## src/rtl/trq_pkg.sv

```systemverilog
`timescale 1ns / 1ps
`default_nettype none

package trq_pkg;

  localparam int DEPTH_DEFAULT   = 16;
  localparam int ID_BITS_DEFAULT = 8;

  localparam int CMD_W      = 2;
  localparam int ID_W       = 8;
  localparam int POS_W      = 4;
  localparam int STATUS_W   = 2;
  localparam int COUNT_W    = 5;
  localparam int IN_TDATA_W  = 16;
  localparam int OUT_TDATA_W = 16;

  localparam logic [CMD_W-1:0] CMD_ENQUEUE = 2'd0;
  localparam logic [CMD_W-1:0] CMD_DEQUEUE = 2'd1;
  localparam logic [CMD_W-1:0] CMD_REMOVE  = 2'd2;
  localparam logic [CMD_W-1:0] CMD_READ    = 2'd3;

  localparam logic [STATUS_W-1:0] ST_OK        = 2'd0;
  localparam logic [STATUS_W-1:0] ST_FULL      = 2'd1;
  localparam logic [STATUS_W-1:0] ST_EMPTY     = 2'd2;
  localparam logic [STATUS_W-1:0] ST_NOT_FOUND = 2'd3;

  typedef struct packed {
    logic [POS_W-1:0] position;
    logic [ID_W-1:0]  thread_id;
    logic [CMD_W-1:0] cmd;
  } req_t;

  typedef struct packed {
    logic [COUNT_W-1:0]  entry_count;
    logic [ID_W-1:0]     result_id;
    logic [STATUS_W-1:0] status;
  } result_t;

endpackage

`default_nettype wire

```

## src/rtl/trq_ctrl.sv

```systemverilog
`timescale 1ns / 1ps
`default_nettype none

// Command sequencer and entry memory. Entry 0 is always the head; a
// dequeue or remove closes the gap by a pipelined read-then-write sweep.
module trq_ctrl #(
  parameter int DEPTH   = trq_pkg::DEPTH_DEFAULT,
  parameter int ID_BITS = trq_pkg::ID_BITS_DEFAULT
) (
  input  wire logic             clk,
  input  wire logic             rst,
  input  wire logic             req_valid,
  output logic                  req_ready,
  input  wire trq_pkg::req_t    req,
  output logic                  res_valid,
  input  wire logic             res_ready,
  output trq_pkg::result_t      res
);
  import trq_pkg::*;

  localparam int AW   = $clog2(DEPTH);
  localparam int CW   = $clog2(DEPTH + 1);
  localparam int CMPW = (CW > POS_W) ? CW : POS_W;

  localparam logic [2:0] S_IDLE  = 3'd0;
  localparam logic [2:0] S_SCAN  = 3'd1;
  localparam logic [2:0] S_SHIFT = 3'd2;
  localparam logic [2:0] S_READ  = 3'd3;
  localparam logic [2:0] S_FIN   = 3'd4;

  logic [ID_BITS-1:0] mem [DEPTH];
  logic [ID_BITS-1:0] rdata;
  logic               mem_we;
  logic [AW-1:0]      mem_waddr;
  logic [ID_BITS-1:0] mem_wdata;
  logic               mem_re;
  logic [AW-1:0]      mem_raddr;

  logic [2:0]          state, state_next;
  logic [CW-1:0]       count, count_next;
  logic [CW-1:0]       rd_idx, rd_idx_next;
  logic [CW-1:0]       wr_idx, wr_idx_next;
  logic                rvalid, rvalid_next;
  logic                is_deq, is_deq_next;
  logic [ID_BITS-1:0]  key, key_next;
  logic [STATUS_W-1:0] res_status, res_status_next;
  logic [ID_W-1:0]     res_id, res_id_next;

  logic in_fire;
  logic issue;
  logic hit;

  assign req_ready = (state == S_IDLE);
  assign in_fire   = req_valid && req_ready;
  assign issue     = (rd_idx < count);
  assign hit       = is_deq || (rdata == key);

  assign res_valid       = (state == S_FIN);
  assign res.status      = res_status;
  assign res.result_id   = res_id;
  assign res.entry_count = COUNT_W'(count);

  always_comb begin
    state_next      = state;
    count_next      = count;
    rd_idx_next     = rd_idx;
    wr_idx_next     = wr_idx;
    rvalid_next     = rvalid;
    is_deq_next     = is_deq;
    key_next        = key;
    res_status_next = res_status;
    res_id_next     = res_id;
    mem_we          = 1'b0;
    mem_waddr       = wr_idx[AW-1:0];
    mem_wdata       = rdata;
    mem_re          = 1'b0;
    mem_raddr       = rd_idx[AW-1:0];

    unique case (state)
      S_IDLE: begin
        if (in_fire) begin
          res_status_next = ST_OK;
          res_id_next     = '0;
          unique case (req.cmd)
            CMD_ENQUEUE: begin
              state_next = S_FIN;
              if (count == CW'(DEPTH)) begin
                res_status_next = ST_FULL;
              end else begin
                mem_we     = 1'b1;
                mem_waddr  = count[AW-1:0];
                mem_wdata  = ID_BITS'(req.thread_id);
                count_next = count + 1'b1;
              end
            end
            CMD_DEQUEUE, CMD_REMOVE: begin
              if (count == '0) begin
                res_status_next = ST_EMPTY;
                state_next      = S_FIN;
              end else begin
                mem_re      = 1'b1;
                mem_raddr   = '0;
                rd_idx_next = CW'(1);
                wr_idx_next = '0;
                is_deq_next = (req.cmd == CMD_DEQUEUE);
                key_next    = ID_BITS'(req.thread_id);
                state_next  = S_SCAN;
              end
            end
            CMD_READ: begin
              if (CMPW'(req.position) < CMPW'(count)) begin
                mem_re     = 1'b1;
                mem_raddr  = AW'(req.position);
                state_next = S_READ;
              end else begin
                res_status_next = ST_NOT_FOUND;
                state_next      = S_FIN;
              end
            end
            default: begin
              state_next = S_IDLE;
            end
          endcase
        end
      end
      // rdata holds the entry at wr_idx; the read of rd_idx goes out now.
      S_SCAN: begin
        if (hit) begin
          if (is_deq) begin
            res_id_next = ID_W'(rdata);
          end
          if (issue) begin
            mem_re      = 1'b1;
            rd_idx_next = rd_idx + 1'b1;
          end
          rvalid_next = issue;
          state_next  = S_SHIFT;
        end else if (issue) begin
          mem_re      = 1'b1;
          rd_idx_next = rd_idx + 1'b1;
          wr_idx_next = wr_idx + 1'b1;
        end else begin
          res_status_next = ST_NOT_FOUND;
          state_next      = S_FIN;
        end
      end
      // Each cycle moves one entry down by one place.
      S_SHIFT: begin
        if (rvalid) begin
          mem_we      = 1'b1;
          wr_idx_next = wr_idx + 1'b1;
          if (issue) begin
            mem_re      = 1'b1;
            rd_idx_next = rd_idx + 1'b1;
          end
          rvalid_next = issue;
        end else begin
          count_next      = count - 1'b1;
          res_status_next = ST_OK;
          state_next      = S_FIN;
        end
      end
      S_READ: begin
        res_id_next = ID_W'(rdata);
        state_next  = S_FIN;
      end
      S_FIN: begin
        if (res_ready) begin
          state_next = S_IDLE;
        end
      end
      default: begin
        state_next = S_IDLE;
      end
    endcase
  end

  always_ff @(posedge clk) begin
    if (mem_we) begin
      mem[mem_waddr] <= mem_wdata;
    end
    if (mem_re) begin
      rdata <= mem[mem_raddr];
    end
  end

  always_ff @(posedge clk) begin
    if (rst) begin
      state  <= S_IDLE;
      count  <= '0;
      rvalid <= 1'b0;
    end else begin
      state  <= state_next;
      count  <= count_next;
      rvalid <= rvalid_next;
    end
    rd_idx     <= rd_idx_next;
    wr_idx     <= wr_idx_next;
    is_deq     <= is_deq_next;
    key        <= key_next;
    res_status <= res_status_next;
    res_id     <= res_id_next;
  end

endmodule

`default_nettype wire

```

## src/rtl/trq_out.sv

```systemverilog
`timescale 1ns / 1ps
`default_nettype none

// Output register: holds one finished result until the sink takes it.
module trq_out (
  input  wire logic              clk,
  input  wire logic              rst,
  input  wire logic              in_valid,
  output logic                   in_ready,
  input  wire trq_pkg::result_t  in_data,
  output logic                   out_valid,
  input  wire logic              out_ready,
  output trq_pkg::result_t       out_data
);
  import trq_pkg::*;

  result_t data;
  logic    valid;

  assign in_ready  = !valid || out_ready;
  assign out_valid = valid;
  assign out_data  = data;

  always_ff @(posedge clk) begin
    if (rst) begin
      valid <= 1'b0;
    end else if (in_ready) begin
      valid <= in_valid;
    end
    if (in_valid && in_ready) begin
      data <= in_data;
    end
  end

endmodule

`default_nettype wire

```

## src/rtl/thread_run_queue.sv

```systemverilog
`timescale 1ns / 1ps
`default_nettype none

// Bounded first-in first-out queue of thread identifiers for a scheduler.
// Each input transaction carries one command: enqueue appends thread_id at
// the tail (status full when no slot is left), dequeue returns and removes
// the head (status empty when there is none), remove deletes the first
// entry from the head whose identifier matches and closes the gap (status
// empty or not found), and read returns the identifier at a position from
// the head (status not found past the tail). Every command produces exactly
// one output transaction, which also carries the entry count left after the
// command; result_id is zero unless a dequeue or read succeeds. Identifiers
// are cut to ID_BITS bits before they are stored or compared. The entries
// live in one synchronous memory with a registered read, and entry 0 is
// always the head. A dequeue or remove walks the memory once, one entry per
// cycle through its single read port, to find the match and move every
// later entry down by one place. One command is worked on at a time; a
// finished result sits in an output register, so the next command is
// taken while the sink still holds the previous result off.
module thread_run_queue #(
  parameter int DEPTH   = trq_pkg::DEPTH_DEFAULT,
  parameter int ID_BITS = trq_pkg::ID_BITS_DEFAULT
) (
  input  wire logic                               clk,
  input  wire logic                               rst,
  input  wire logic                               s_axis_tvalid,
  output logic                                    s_axis_tready,
  // Fields from bit 0: cmd[1:0], thread_id[9:2], position[13:10], zero pad.
  input  wire logic [trq_pkg::IN_TDATA_W-1:0]     s_axis_tdata,
  output logic                                    m_axis_tvalid,
  input  wire logic                               m_axis_tready,
  // Fields from bit 0: status[1:0], result_id[9:2], entry_count[14:10], pad.
  output logic [trq_pkg::OUT_TDATA_W-1:0]         m_axis_tdata
);
  import trq_pkg::*;

  req_t    req;
  result_t res;
  result_t out_res;
  logic    res_valid;
  logic    res_ready;

  // Unpack the command fields; the two top bits are padding.
  assign req.cmd       = s_axis_tdata[1:0];
  assign req.thread_id = s_axis_tdata[9:2];
  assign req.position  = s_axis_tdata[13:10];

  trq_ctrl #(
    .DEPTH   (DEPTH),
    .ID_BITS (ID_BITS)
  ) u_ctrl (
    .clk       (clk),
    .rst       (rst),
    .req_valid (s_axis_tvalid),
    .req_ready (s_axis_tready),
    .req       (req),
    .res_valid (res_valid),
    .res_ready (res_ready),
    .res       (res)
  );

  trq_out u_out (
    .clk       (clk),
    .rst       (rst),
    .in_valid  (res_valid),
    .in_ready  (res_ready),
    .in_data   (res),
    .out_valid (m_axis_tvalid),
    .out_ready (m_axis_tready),
    .out_data  (out_res)
  );

  // The result struct already has status in the low bits; add the pad bit.
  assign m_axis_tdata = {1'b0, out_res};

endmodule

`default_nettype wire

```

## config.mk

```make
export PLATFORM = sky130hd
export DESIGN_NAME = thread_run_queue
export DESIGN_NICKNAME = d
export VERILOG_FILES = /design/src/rtl/trq_pkg.sv /design/src/rtl/trq_ctrl.sv /design/src/rtl/trq_out.sv /design/src/rtl/thread_run_queue.sv
export SDC_FILE = /design/constraint.sdc
export NUM_CORES = 1
export LEC_CHECK = 0
export ABC_AREA = 0
export BUFFER_PORTS_ARGS = -buffer_cell sky130_fd_sc_hd__buf_2
export CORE_ASPECT_RATIO = 1.1
export CORE_MARGIN = 2
export CORE_UTILIZATION = 50
export CTS_CLUSTER_SIZE = 20
export DETAILED_ROUTE_END_ITERATION = 10
export PLACE_DENSITY = 0.67
export SYNTH_ARGS = -nofsm -noshare
export SYNTH_HDL_FRONTEND = slang
export SYNTH_SLANG_ARGS = --single-unit
```

## constraint.sdc

```tcl
create_clock -name clk -period 3.5 [get_ports clk]
set_input_delay 0.35 -clock clk [delete_from_list [all_inputs] [get_ports clk]]
set_output_delay 0.35 -clock clk [all_outputs]
set_load 0.02 [all_outputs]
```

==> flow_summary.ini, run 1 <==
[outcome]
status = finished, final reports clean

[clock_network]
cts.clk_slew.worst_paths_ps = 70
ctsHtreeMaxLevel = 4
postCtsSetupBuffers = 0
clkSinkCount = 189
cts_tree = yes
insertion_delay_ps = 430
cts.repair.resized = 0
clock-root-buffer = clkbuf_16
hold_buffers = 0
cts_made_buffers = 17
clk_path_buf_depth = 2

[grt]
grt_pass1_vias = 5177
grt_max_degree = 49
antenna_found_initial = 0
grt_use_total_pct = 21.72
gr-total-overflow = 0
grt_pass1_wl_um = 29030

[yosys]
yosysTopAreaCell = edfxtp_1
synth_cell_type_count = 55
netlist_area_um2 = 8494
syn-instance-count = 612
syn_nets = 649
synth_edf_count = 179
async_reset_ff_share_pct = 0
synth.avg_cell_area_um2 = 13.88
synth_top_area_share_pct = 63.28
ys_seq_area_share_pct = 65.64
yosys-top-cells-area = edfxtp_1 (63%), a221o_1 (3.8%), mux2_2 (3.2%)
yosysWarnings = 0
synth_seq_cells = 189
yosys_most_used_dff = edfxtp_1

[placed_design]
finalWeightedCongestion = 0.9215
io_buffers = 34
placed_cells = 837
dp_hpwl_um = 12790

[final_layout]
fin_util_pct = 57.42
finalNonFillerCells = 868
fillers = 1258
areaGrowthSynthToFinish_pct = 11.47
drive_above_1_share_pct = 17.62
diodes = 0
final_net_count = 689

[sta]
slew_headroom_pct = 46.58
rsz0062_at_grt = no
fin_skew_ps = 11.59
setup_viol = 0
tns_ps = 0
timing.final.max_slew_violations = 0
hold_viol = 0
period_share_pct = 94.49
worst_pin_slew_ps = 798.4
max_freq_mhz = 302.4
layout_min_cycle_time_ps = 3307

[drt]
wl_um = 18640
wl_per_cell_um = 21.47
post-route-drc-count = 0
first_iter_violations = 513
num_vias = 5289
vias_per_cell = 6.093
first_pass_iters = 5
ant_nets = 0

[pwr]
p_int_uw = 3932
p_seq_share_pct = 49.5
switching_share_pct = 27.33
switchingPower_uw = 1479
clock_power_share_pct = 35.0
p_leak_uw = 0.003304
power_density_nw_per_um2 = 571.4
finalPower_uw = 5410
peakVddDrop_mv = 0.4026
combPwrFrac_pct = 15.5

[die]
design.die.area_um2 = 18050
die_h_um = 140.7
io_pins = 38
die_w_um = 128.3
initial_core_util_pct = 51.51
row_count = 49
core_um2 = 16490

[critical_path]
arrival_ps = 3480
critPathBufInv = 2
crit_chain = inv_1, ha_1, nor2_1, or3_1, o211a_1, a21o_1, buf_4, a221o_1, a21oi_1, nor4_2
critical_path.top_delay_family = compound AO/OA/AOI/OAI gates
path_max_fanout = 32
cp_slowest_cell = dfxtp_1
critPathKind = register to register
r2r_start = u_ctrl.count[3]
start_kind = register
critPathMaxStageDelay_ps = 510
startpoint = u_ctrl.count[3]
required_ps = 3670
critPathCaptureType = register

[worst_hold_path]
hold_start = s_axis_tdata[5]
worst_hold_path_type = primary input to register

[run]
cap_violations = 0
==> worst reg2reg max path, stage by stage, from the launching register on <==
cell and delay, ps:
dfxtp_1 510, inv_1 210, ha_1 320, nor2_1 50, or3_1 430, o211a_1 290, a21o_1 200, buf_4 250
a221o_1 380, a21oi_1 300, nor4_2 110
==> state kept, by name, indices dropped and copies added, names as in the netlist, 4 cells and up <==
signal          cells
u_ctrl.mem        128
u_out.out_data     15
u_ctrl.key          8
u_ctrl.rdata        8
u_ctrl.res_id       8
u_ctrl.count        5
u_ctrl.rd_idx       5
u_ctrl.wr_idx       4
==> layout by cell type (no fill, tap or decap), types with 4 or more instances in the layout <==
cell type,n
a21o_1,5
inv_1,18
ha_1,16
xnor2_1,9
nand2_1,32
nor3_1,8
or3_1,4
mux2_2,24
nand2b_1,4
inv_6,7
o211ai_1,6
dfxtp_1,10
clkbuf_16,17
a31oi_1,11
buf_2,34
buf_4,17
xor2_1,10
nor4_2,8
a221o_1,32
mux2i_1,9
o22ai_1,8
o21ai_0,11
a32o_1,8
a21oi_1,29
and3_1,7
and2_1,8
nor2_1,49
edfxtp_1,179
nor2b_1,34
==> synth_stat cells (3+ instances only) <==
library cell / n
buf_6: 6
xor2_1: 10
mux2i_1: 9
o22ai_1: 8
edfxtp_1: 179
nor2b_1: 34
nor2_1: 49
a32oi_1: 3
buf_2: 7
nand2b_1: 4
inv_1: 18
o21ai_0: 11
a21oi_1: 29
o211a_1: 3
nor3b_1: 3
clkbuf_1: 14
a21o_1: 5
a31oi_1: 11
xnor2_1: 9
o21a_1: 3
nor4_2: 8
nor4_1: 3
nand2_1: 32
or3_1: 4
and3_1: 7
and2_1: 8
o21ai_1: 3
ha_1: 16
dfxtp_1: 10
a32o_1: 8
o211ai_1: 6
mux2_2: 24
nor3_1: 8
a221o_1: 32
==> worst paths after layout <==
check                      endpoint  slack [ps]  cells past startpoint
setup / recovery    u_ctrl.rdata[0]         190                     10
hold reg to reg   u_out.out_data[6]         420                      0
hold / removal        u_ctrl.key[3]         120                      1
setup reg to reg    u_ctrl.rdata[0]         190                     10
==> stage by stage <==
stage / setup slack (ps) / cell area [µm²] / hold slack (ps)
2_1_floorplan: 671.7 / 8494 / 400.3
3_3_place_gp: 286.2 / 8890 / 401.8
3_5_place_dp: 200.8 / 8890 / 406.1
4_1_cts: 172.7 / 9469 / 100.7
5_1_grt: 41.61 / 9469 / 99.04
6_report: 192.8 / 9469 / 116.9
==> power by group through the flow <==
| stage | combinational, µW | clock (µW) | sequential (µW) |
|---|---|---|---|
| 5_1_grt | 914 | 2000 | 2690 |
| 6_report | 839 | 1890 | 2680 |
| 3_3_place_gp | 811 | 0 | 2720 |
| 2_1_floorplan | 565 | 0 | 2740 |
| 3_5_place_dp | 835 | 0 | 2730 |
| 4_1_cts | 839 | 1920 | 2680 |
==> metal layers <==
metal	track usage (%)	routed length [µm]
met1	29.07	8159
met5	0	0
met3	3.681	967
met4	7.577	352
met2	36.00	9158
==> area by class of cell <==
cell class	count	area (µm²)	area share [%]
Timing Repair Buffer	52	317.8	3.356
Multi-Input combinational cell	374	2674	28.24
Sequential cell	189	5575	58.88
Clock inverter	14	153.9	1.625
Inverter	18	67.56	0.7135
Tap cell	204	255.2	2.696
Clock buffer	17	425.4	4.493
==> kinds of logic after synthesis <==
| family | after synthesis | share of synthesized area (%) |
|---|---|---|
| adders and majority gates | 17 | 2.592 |
| muxes | 33 | 4.242 |
| AOI/OAI and AO/OA | 138 | 12.20 |
| xor gates and xnor gates | 19 | 1.959 |
| other | 1 | 0.04415 |
| DFF | 189 | 65.64 |
| buffers and inverters | 49 | 2.887 |
| and+or+nand+nor | 166 | 10.44 |
(Power assumes the default switching activity.)
==> run 2, diff against run 1 <==
CORE_MARGIN = default   (was 2)
==> run 2 against run 1 <==
  * Clock skew is 1.2 ps lower
  * Flip-flop and latch count is the same
  * Critical path depth stayed put
  * Clock power about the same
  * Power is 0.45% lower
  * Clock-buffer cell count is the same
  * Sequential power about the same
  * First-iteration DRC count decreased by 14%
  * Combinational power is essentially flat
  * Utilization grew 0.14 points
  * Global-route usage up 0.26 points
  * Largest cell class unchanged
  * Largest power group unchanged
==> flow_summary.ini, run 2 (same netlist as run 1, synthesis figures left out) <==
[drt]
wl_um = 18450
first_iter_violations = 439
wl_per_cell_um = 21.16
first_pass_iters = 6
vias_per_cell = 6.055
ant_nets = 0
num_vias = 5280
post-route-drc-count = 0

[sta]
tns_ps = 0
fin_skew_ps = 10.38
hold_viol = 0
slew_headroom_pct = 45.90
timing.final.max_slew_violations = 0
setup_viol = 0
setup_slack_ps = 293.0
worst_pin_slew_ps = 811.5
rsz0062_at_grt = no
period_share_pct = 91.63
max_freq_mhz = 311.8
layout_min_cycle_time_ps = 3207

[final_layout]
regMostFlops = u_ctrl.mem
final_net_count = 692
drive_above_1_share_pct = 18.26
largest_reg_flops = 128
fillers = 1281
diodes = 0
layout_commonest_cell = edfxtp_1
areaGrowthSynthToFinish_pct = 11.74
mostFrequentLayoutCells = edfxtp_1 (179), nor2_1 (49), nor2b_1 (34), buf_2 (34)

[critical_path]
ff2ff_setup_slack_ps = 290
required_ps = 3740
r2r_start = u_ctrl.count[2]
rr_worst_depth = 10
critPathCaptureType = register
arrival_ps = 3440
r2r-end = u_ctrl.rdata[1]
path_max_fanout = 17
critPathKind = register to register
start_kind = register

[clock_network]
clk_path_buf_depth = 2
cts_made_buffers = 17
insertion_delay_ps = 440
postCtsSetupBuffers = 0
cts.clk_slew.worst_paths_ps = 70
hold_buffers = 0
clock-root-buffer = clkbuf_16
clkSinkCount = 189
ctsHtreeMaxLevel = 4
cts.repair.resized = 0
cts_tree = yes

[pwr]
clock_power_share_pct = 34.7
switchingPower_uw = 1509
combPwrFrac_pct = 15.6
finalPower_uw = 5386
p_int_uw = 3876
p_seq_share_pct = 49.7
power_density_nw_per_um2 = 567.4
peakVddDrop_mv = 0.3732
switching_share_pct = 28.03
p_leak_uw = 0.003329

[die]
die_h_um = 138.7
die_w_um = 126.3
design.die.area_um2 = 17520
core_um2 = 16490
io_pins = 38
row_count = 49
initial_core_util_pct = 51.51

[grt]
grt_pass1_vias = 5071
grt_pass1_wl_um = 28430
antenna_found_initial = 0
gr-total-overflow = 0
grt_max_degree = 49
grt_use_total_pct = 21.98

[worst_hold_path]
worst_hold_path_type = primary input to register
hold_start = s_axis_tdata[9]
min_to = u_ctrl.key[7]
min_path_cells = 1

[placed_design]
dp_slack_ps = 252.6
dp_hpwl_um = 12690
finalWeightedCongestion = 0.8935
io_buffers = 34

[run]
cap_violations = 0

[outcome]
status = finished, final reports clean
## run 2: worst max-delay path, cell delays in order (launching register included)
cell and delay, ps:
dfxtp_1 330, inv_1 110, ha_1 300, nor3_1 60, or3_1 480, nor2_1 240, o211a_1 600, buf_4 260
nand2_1 70, a32o_1 260, nor4_2 290
## run 2: power groups by stage
stage	registers, µW	logic (µW)	clock network, µW
after floorplan	2740	565	0
after global placement	2720	815	0
after detailed placement	2730	837	0
after CTS	2680	840	1890
after global routing	2690	908	1970
final	2680	841	1870
## run 2: worst max-delay path by stage
stage                                 from               to  cells past startpoint
after floorplan            u_ctrl.count[2]  u_ctrl.rdata[0]                     12
after global placement    s_axis_tdata[12]  u_ctrl.rdata[2]                     10
after detailed placement  s_axis_tdata[12]  u_ctrl.rdata[1]                     10
after CTS                  u_ctrl.count[2]  u_ctrl.rdata[1]                     10
after global routing       u_ctrl.count[3]  u_ctrl.rdata[1]                     10
final                      u_ctrl.count[2]  u_ctrl.rdata[1]                     10
## run 2: cell type report
type                            instances  area [µm²]  area share, %
Clock buffer                           17       425.4          4.482
Timing Repair Buffer                   55       340.3          3.586
Inverter                               18       67.56         0.7118
Tap cell                              204       255.2          2.689
Clock inverter                         15       153.9          1.621
Sequential cell                       189        5575          58.74
Multi-Input combinational cell        374        2674          28.17
## run 2: per-stage QoR
step                      utilization (%)  instance area [µm²]  hold slack, ps  instances
final                               57.55                 9492           109.8        872
after global routing                57.55                 9492           102.8        872
after floorplan                         -                 8494           400.3        612
after CTS                           57.55                 9492           102.7        872
after global placement              54.04                 8912           402.2        840
after detailed placement            54.04                 8912           405.6        840
## run 2: routing by layer
layer / up-vias / track usage, % / wire length (µm)
li1: 2445 / - / -
met1: 2618 / 28.97 / 7962
met2: 200 / 36.84 / 9186
met3: 17 / 4.167 / 1066
met4: 0 / 6.785 / 236
met5: - / 0 / 0
==> run 3, diff against run 2 <==
MAX_ROUTING_LAYER = met4   (was default)
==> run 3 against run 2 <==
  * First-iteration DRC count is 5.7% lower
  * Combinational power barely moved
  * Maximum frequency grew 4.8%
  * Utilization increased by 0.30 points
  * Sequential power about the same
  * Flip-flop and latch count unchanged
  * Wire length is 0.30% lower
  * Largest cell class unchanged
==> flow_summary.ini, run 3 (same netlist as run 1, synthesis figures left out) <==
[grt]
antenna_found_initial = 0
grt_max_degree = 34
grt_pass1_wl_um = 29170
gr-total-overflow = 0
grt_pass1_vias = 5183
grt_use_total_pct = 23.10

[placed_design]
io_buffers = 34
dpl_cell_area_um2 = 8917
finalWeightedCongestion = 0.8799
dp_hpwl_um = 12860

[final_layout]
fillers = 1254
final_area_um2 = 9542
areaGrowthSynthToFinish_pct = 12.33
drive_above_1_share_pct = 18.14
largest_reg_flops = 128
layout_commonest_cell = edfxtp_1
regMostFlops = u_ctrl.mem
diodes = 0
final_net_count = 691
mostFrequentLayoutCells = edfxtp_1 (179), nor2_1 (49), nor2b_1 (34), buf_2 (34)

[sta]
period_share_pct = 87.44
layout_min_cycle_time_ps = 3060
timing.final.max_slew_violations = 0
hold_viol = 0
slew_headroom_pct = 49.69
max_freq_mhz = 326.7
worst_pin_slew_ps = 754.7
fin_skew_ps = 11.67
tns_ps = 0
setup_viol = 0
rsz0062_at_grt = no

[critical_path]
path_max_fanout = 32
required_ps = 3670
start_kind = register
critPathCaptureType = register
arrival_ps = 3230
critPathKind = register to register

[drt]
wl_per_cell_um = 21.12
ant_nets = 0
first_iter_violations = 414
num_vias = 5259
wl_um = 18400
post-route-drc-count = 0
vias_per_cell = 6.038
first_pass_iters = 5

[clock_network]
ctsHtreeMaxLevel = 4
cts.clk_slew.worst_paths_ps = 70
cts_made_buffers = 17
insertion_delay_ps = 430
clk_path_buf_depth = 2
clkSinkCount = 189
postCtsSetupBuffers = 0
cts_tree = yes
cts.repair.resized = 0
clock-root-buffer = clkbuf_16
hold_buffers = 0

[die]
io_pins = 38
row_count = 49
design.die.area_um2 = 17520
initial_core_util_pct = 51.51
die_h_um = 138.7
die_w_um = 126.3
core_um2 = 16490

[pwr]
p_leak_uw = 0.003339
power_density_nw_per_um2 = 578.5
peakVddDrop_mv = 0.3758

[outcome]
status = finished, final reports clean

[worst_hold_path]
worst_hold_path_type = primary input to register

[run]
cap_violations = 0
## run 3: cell type report
cell class	instances	area [µm²]	share of cell area, %
clock buffers	17	425.4	4.458
multi-input cells	374	2674	28.02
repair buffers	54	345.3	3.619
well taps	204	255.2	2.675
clock inverters	15	198.9	2.085
inverters	18	67.56	0.7081
flip-flops and latches	189	5575	58.43
## run 3: layer usage
layer  track usage, %  up-vias  routed length [µm]
li1                 -     2446                   -
met1            29.79     2603                8102
met2            37.10      183                8990
met3            3.164       27                 886
met4            9.068        0                 416
met5                -        -                   0
## run 3: report_power, final
group	leakage, µW	internal [µW]	switching, µW
Clock	0.000298	1090	907
Combinational	0.00133	308	537
Sequential	0.00171	2620	52.4
Total	0.00334	4020	1500
## run 3: metrics by stage
stage	power [µW]	setup WS [ps]	std cells	hold slack, ps	utilization [%]
global placement	3544	369.1	839	401.3	54.07
detailed placement	3569	332.4	839	407.9	54.07
finish	5520	439.5	871	115.0	57.86
CTS	5545	447.2	871	101.2	57.86
floorplan	3306	671.7	612	400.3	-
global route	5719	296.9	871	103.0	57.86
## run 3: worst max-delay path, cell delays in order (launching register included)
cell and delay, ps:
dfxtp_1 320, inv_1 170, ha_1 240, nor3_1 70, or3_1 480, o211a_1 290, a21o_1 200, buf_4 250
a221o_1 400, a21oi_1 270, nor4_2 100
## run 3: final timing paths
kind / from / end / slack, ps / cells past startpoint
hold / removal: s_axis_tdata[8] / u_ctrl.key[6] / 120 / 1
setup reg to reg: u_ctrl.count[3] / u_ctrl.rdata[4] / 440 / 10
setup / recovery: u_ctrl.count[3] / u_ctrl.rdata[4] / 440 / 10
hold reg to reg: u_ctrl.res_id[2] / u_out.out_data[4] / 420 / 0
